<file path="src/sv/scpa_pkg.sv">
// Shared constants, payload types and codes for the size-class pool allocator.
`timescale 1ns / 1ps
`default_nettype none
package scpa_pkg;

  // Arena geometry
  localparam int NUM_SLABS      = 16;
  localparam int SLAB_WORDS     = 8192;
  localparam int MAX_POOL_WORDS = 4;
  localparam int HEADER_WORDS   = 1;
  localparam int ARENA_WORDS    = NUM_SLABS * SLAB_WORDS;

  // Field widths
  localparam int ADDR_W = 17;
  localparam int SIZE_W = 16;

  // Internal widths
  localparam int LIM_W      = $clog2(ARENA_WORDS + 1);
  localparam int SLAB_CNT_W = $clog2(NUM_SLABS + 1);
  localparam int CLS_W      = (MAX_POOL_WORDS > 1) ? $clog2(MAX_POOL_WORDS) : 1;
  localparam int NEED_W     = $clog2(HEADER_WORDS + MAX_POOL_WORDS + 1);

  // Operation codes
  localparam logic OP_ALLOC = 1'b0;
  localparam logic OP_FREE  = 1'b1;

  typedef enum logic [1:0] {
    ST_GRANT   = 2'd0,
    ST_GENERAL = 2'd1,
    ST_OOM     = 2'd2,
    ST_POOLED  = 2'd3
  } status_t;

  typedef struct packed {
    logic              operation;
    logic [SIZE_W-1:0] size_words;
    logic [ADDR_W-1:0] free_address;
    logic              was_pooled;
  } req_t;

  typedef struct packed {
    logic [ADDR_W-1:0] block_address;
    status_t           status;
  } rsp_t;

  // Free-list link: valid bit plus address of the next free block
  typedef struct packed {
    logic              valid;
    logic [ADDR_W-1:0] addr;
  } link_t;

  // Bump unit answer for the current request
  typedef struct packed {
    logic              oom;
    logic [ADDR_W-1:0] addr;
  } bump_rsp_t;

endpackage
`default_nettype wire

</file>
<file path="src/sv/scpa_bump.sv">
// Slab opener and bump cursor: computes the next bump grant and commits it.
`timescale 1ns / 1ps
`default_nettype none
module scpa_bump
  import scpa_pkg::*;
(
  input  wire logic              clk,
  input  wire logic              rst,
  input  wire logic              commit,
  input  wire logic [NEED_W-1:0] need,
  output bump_rsp_t              rsp
);

  logic [LIM_W-1:0]      cursor;
  logic [LIM_W-1:0]      limit;
  logic [SLAB_CNT_W-1:0] slabs;

  logic [LIM_W-1:0] need_ext;
  logic [LIM_W-1:0] base;
  logic [LIM_W-1:0] grant;
  logic             open_new;
  logic             oom;

  always_comb begin
    need_ext = LIM_W'(need);
    base     = LIM_W'(int'(slabs) * SLAB_WORDS);
    open_new = (slabs == '0) || (cursor > limit) || ((limit - cursor) < need_ext);
    oom      = open_new && (int'(slabs) >= NUM_SLABS);
    grant    = open_new ? (base + LIM_W'(1)) : cursor;
    rsp.oom  = oom;
    rsp.addr = grant[ADDR_W-1:0];
  end

  always_ff @(posedge clk) begin
    if (rst) begin
      cursor <= '0;
      limit  <= '0;
      slabs  <= '0;
    end else if (commit && !oom) begin
      cursor <= grant + need_ext;
      if (open_new) begin
        limit <= base + LIM_W'(SLAB_WORDS);
        slabs <= slabs + SLAB_CNT_W'(1);
      end
    end
  end

endmodule
`default_nettype wire
</file>
<file path="config.mk">
export PLATFORM = sky130hd
export DESIGN_NAME = scpa_bump
export DESIGN_NICKNAME = d
export VERILOG_FILES = /design/src/sv/scpa_pkg.sv /design/src/sv/scpa_bump.sv
export SDC_FILE = /design/constraint.sdc
export NUM_CORES = 1
export LEC_CHECK = 0
export BUFFER_PORTS_ARGS = -buffer_cell sky130_fd_sc_hd__buf_2
export CAP_MARGIN = 10
export CELL_PAD_IN_SITES_DETAIL_PLACEMENT = 0
export CELL_PAD_IN_SITES_GLOBAL_PLACEMENT = 1
export CORE_ASPECT_RATIO = 1.4
export CORE_MARGIN = 2
export CORE_UTILIZATION = 45
export CTS_CLUSTER_DIAMETER = 60
export DETAILED_ROUTE_END_ITERATION = 16
export GPL_ROUTABILITY_DRIVEN = 0
export PLACE_DENSITY = 0.9
export SYNTH_ARGS = -nofsm -noshare
export SYNTH_HDL_FRONTEND = slang
export SYNTH_SLANG_ARGS = --single-unit
</file>
<file path="constraint.sdc">
create_clock -name clk -period 5.29 [get_ports clk]
set_input_delay 0.7935 -clock clk [delete_from_list [all_inputs] [get_ports clk]]
set_output_delay 0.7935 -clock clk [all_outputs]
set_load 0.01 [all_outputs]
</file>
# [Word-level counts from Yosys, hierarchy flattened]
# Cells that the tools add are included.
# Widths: inputs -> output; s select.
[totals] mem_bits_ro=0 mem_count=0 ff_bits=41 latch_bits=0 inputBits=6 elab_cells=19 output_inout_bits=18 ramBits=0
[op_classes] n_lt_le_gt_ge=3 shifts=0 n_mux=1 n_bitwise=0 n_div=0 n_addsub=5 eq_ne=0 reduce_logical=7 mul=0
[ops] cell="$add 18x1->18 const B" count=1
[ops] cell="$add 18x14->18 const B" count=1
[ops] cell="$add 18x3->18" count=1
[ops] cell="$gt 18x18->1" count=1
[ops] cell="$lt 18x3->1" count=1
[ops] cell="$mux 18" count=1
[ops] cell="$sub 18x18->18" count=1
[ops] cell="$add 5x1->5 const B" count=1
[ops] cell="$ge 5x5->1 const B" count=1
[ops] cell="$logic_not 5->1" count=1
[ops] cell="$logic_and 1x1->1" count=2
[ops] cell="$logic_or 1x1->1" count=2
[ops] cell="$reduce_and 2->1" count=1
[ops] cell="$logic_not 1->1" count=1

# [Logic depth before layout (Yosys ltp)]
[depth] ltp_word=7 ltp_mapped=19

# [Worst setup path before layout]
# OpenSTA, ideal clock, no wires.
[synth_path] kind="input -> register" start="input need[1]" end="register cursor[12]" n_path_buf=2 path_stages=16 arrival_ns=4.315 setup_slack_ns=0.854 path_cell_list="inv_1 > ha_1 > a21o_1 > a2111oi_0 > nand4_1 > or4b_1 > buf_2 > buf_2 > and3_1 > ha_1 > nor2b_1 > o21a_1 > nand2_1 > nor4_1 > a21oi_1 > mux2_2"
[synth_lines] element="start: declaration" line_no="scpa_bump.sv:10" rtl="input wire logic [NEED_W-1:0] need,"
[synth_lines] element="end signal: assignment" line_no="scpa_bump.sv:40" rtl="cursor <= grant + need_ext;"
[synth_lines] element="end: declaration" line_no="scpa_bump.sv:14" rtl="logic [LIM_W-1:0] cursor;"

# [Final worst setup path]
[layout_path] start="register cursor[4]" end="register cursor[12]"
[layout_via] elab_chain_len=6
[layout_rtl] element="parallel branches: the longest is 6 deep, another holds $sub 18x18->18"
# Several ways; the timed one is not identified.
# A chain may end at the register's enable or synchronous reset.

==> flow_metrics.env <==
export IMPL_outcome="completed"
export IMPL_ys_seq_area_share_pct=19.0
export IMPL_cts_buffer_depth=2
export IMPL_rr_startpoint="cursor[4]"
export IMPL_synth_simple_area_share_pct=31.6
export IMPL_setup_tns_final_ps=0
export IMPL_worst_pin_slew_ps=646
export IMPL_min_period_ps=4650
export IMPL_dp_hpwl_um=5030
export IMPL_worst_setup_path_type="reg2reg"
export IMPL_cp_common_cell="nand2_1"
export IMPL_worst_hold_slack_ps=456
export IMPL_routed_via_density=6.29
export IMPL_yosys_area_top_type="dfxtp_1"
export IMPL_setup_ws_ps=642
export IMPL_io_buffers=23
export IMPL_grt_usage_pct=23.9
export IMPL_avgSynthCellArea_um2=7.84
export IMPL_row_count=31
export IMPL_layout_nets=340
export IMPL_end_kind="flop"
export IMPL_cp_slowest_stage_delay_ps=800
export IMPL_syn_area_um2=2420
export IMPL_fp_dieArea_um2=5990
export IMPL_final_setup_skew_ps=3.66
export IMPL_cp_arrival_ps=4810
export IMPL_htreeDepth=1
export IMPL_drive_above_1_share_pct=15.0
export IMPL_relSlewSlack_pct=56.5
export IMPL_wire_per_inst_um=17.3
export IMPL_ys_flop_type="dfxtp_1"
export IMPL_wl_um=6670
export IMPL_preCtsSetupSlack_ps=541
export IMPL_seqPwrFrac_pct=30.7
export IMPL_first_pass_iters=5
export IMPL_synth_xor_area_share_pct=1.45
export IMPL_reg2reg_slack_ps=640
export IMPL_powerDensity_nw_per_um2=247
export IMPL_postCtsSetupBuffers=0
export IMPL_clk_insertion_delay_late_ps=270
export IMPL_syn_nets=329
export IMPL_rsz0062_at_grt="false"
export IMPL_p_int_mw=0.362
export IMPL_hold_path_class="reg2reg"
export IMPL_drv_cap=0
export IMPL_syn2layout_area_growth_pct=6.25
export IMPL_ys_types=65
export IMPL_setup_violations=0
export IMPL_synth_top_family_by_area="simple AND/OR/NAND/NOR gates"
export IMPL_cp_top_family="simple AND/OR/NAND/NOR gates"
export IMPL_crit_chain="or4_1, nor4_4, mux2i_1, nor3_2, nor4b_4, nor2_1, nand2_1, ha_1, inv_1, fa_1, nor2b_1, o21a_1, nand2_1, nor4_1, a21oi_1, mux2_2"
export IMPL_drv_slew=0
export IMPL_clock_power_share_pct=17.7
export IMPL_whs_path_depth=2
export IMPL_p_comb_share_pct=51.6
export IMPL_antenna_found_initial=0
export IMPL_cts_made_buffers=3
export IMPL_remaining_drc_errors=0
export IMPL_grt_overflow_total=0
export IMPL_holdBufCountCts=0
export IMPL_synth_edf_count=0
export IMPL_hold_end="cursor[17]"
export IMPL_grt_max_degree=33
export IMPL_critical_path_buf_inv_count=1
export IMPL_cp_data_required_time_ps=5450
export IMPL_core_um2=5200
export IMPL_min_from="cursor[17]"
export IMPL_netlist_instances=309
export IMPL_cp_start_kind="flop"
export IMPL_die_w_um=66.0
export IMPL_root_buffer="clkbuf_8"
export IMPL_cts_tree="yes"
export IMPL_numClockSinks=23
export IMPL_irDropWorstVdd_uv=131
export IMPL_io_pins=24
export IMPL_synth_compound_area_share_pct=23.4
export IMPL_vias=2423
export IMPL_power_leakage_nw=1.13
export IMPL_p_sw_share_pct=43.1
export IMPL_ys_seq_elements=23
export IMPL_r2r_cells=16
export IMPL_postRouteAntennaNets=0
export IMPL_diodes=0
export IMPL_slowest_stage="or4_1"
export IMPL_synthMuxAreaShare_pct=8.42
export IMPL_first_iter_violations=171
export IMPL_die_h_um=90.8
export IMPL_grt_pass1_wl_um=11500
export IMPL_synth_area_leaders="dfxtp_1, ha_1, nand3_1, mux2i_1, nand2_1"
export IMPL_cp_max_fo=15
export IMPL_initial_utilization_pct=46.6
export IMPL_fin_crit_sh_pct=87.9
export IMPL_hold_viol_final=0
export IMPL_post_route_util_pct=49.5
export IMPL_p_switching_mw=0.274
export IMPL_synth_top_area_share_pct=19.0
export IMPL_r2r_end="cursor[12]"
export IMPL_synth_adder_area_share_pct=7.54
export IMPL_async_flop_share_pct=0
export IMPL_crit_start="cursor[4]"
export IMPL_fmax_mhz=215
export IMPL_path_clk_slew_ps=90
export IMPL_yosys_warnings=0
export IMPL_cts_resized_gates=0
export IMPL_total_power_mw=0.636
export IMPL_grt_pass1_vias=2296
## worst reg2reg max path, delay by kind of cell, from the launching register on
family | cells | cell delay (ps)
buffers and inverters | 1 | 60
and+or+nand+nor | 9 | 2510
AOI/OAI and AO/OA | 2 | 290
adders and majority gates | 2 | 580
muxes | 2 | 640
DFF | 1 | 460
## how the worst max path moves through the flow
stage	endpoint	slack, ps	cells after the start
5_1_grt	cursor[15]	170	15
3_3_place_gp	cursor[15]	630	15
4_1_cts	cursor[12]	680	16
3_5_place_dp	cursor[12]	540	18
6_report	cursor[12]	640	16
2_1_floorplan	cursor[12]	850	16
## cells in the final DEF (no fill, tap or decap), types with 10 or more instances in the layout
cell type	count
inv_1	18
nor4_1	11
nand2_1	26
a21o_1	10
nand3_1	25
dfxtp_1	23
nor2_1	17
a21oi_1	15
and3_1	14
mux2i_1	11
buf_2	23
ha_1	13
nor3_1	11
## power by group through the flow
stage / combinational, mW / sequential (mW) / clock [mW]
global route: 0.363 / 0.197 / 0.123
floorplan: 0.250 / 0.193 / 0
CTS: 0.323 / 0.195 / 0.116
detailed placement: 0.322 / 0.199 / 0
finish: 0.328 / 0.195 / 0.112
global placement: 0.319 / 0.199 / 0
## final cells by class
cell class / instances / area (µm²)
clock buffer: 3 / 41.3
clock inverter: 1 / 5.00
fill: 542 / 2620
inverter: 19 / 71.3
multi-input combinational: 244 / 1750
sequential: 23 / 460
tap: 66 / 82.6
timing repair buffer: 29 / 160
## cells in the mapped netlist, types with 5 or more instances
master / instances
nand2_1: 26
nand3_1: 25
dfxtp_1: 23
inv_1: 18
nor2_1: 17
a21oi_1: 15
and3_1: 14
ha_1: 13
mux2i_1: 11
nor3_1: 11
nor4_1: 11
a21o_1: 10
clkbuf_1: 10
o31ai_1: 6
a31oi_1: 5
buf_2: 5
buf_6: 5
nor2b_1: 5
o21ai_0: 5
## per-stage QoR
stage,instances,instance area (µm²)
global route,385,2570
global placement,381,2530
floorplan,309,2420
finish,385,2570
detailed placement,381,2530
CTS,385,2570
## per-layer routing
metal / share of wire (%) / track usage, % / wire (µm) / up-vias
met3: 5.5 / 2.24 / 369 / 8
met4: 1.5 / 7.31 / 99 / 0
met1: 42 / 32.0 / 2780 / 1142
met2: 51 / 40.0 / 3420 / 91
met5: 0 / 0 / 0 / -
li1: - / - / - / 1182
## registers in the layout, indices dropped and copies added (netlist names)
| signal | cells |
|---|---|
| cursor | 18 |
| limit | 5 |
## cells by family (layout without fill, tap and decap cells)
group                    Yosys count  in the layout
flip-flops                        23             23
AND/OR/NAND/NOR                  135            135
AO/OA/AOI/OAI                     72             72
XOR/XNOR                           4              4
buffers and inverters             42             52
adder cells (fa/ha/maj)           14             14
multiplexers                      19             19
No activity file was read; power rests on OpenSTA's default activity.
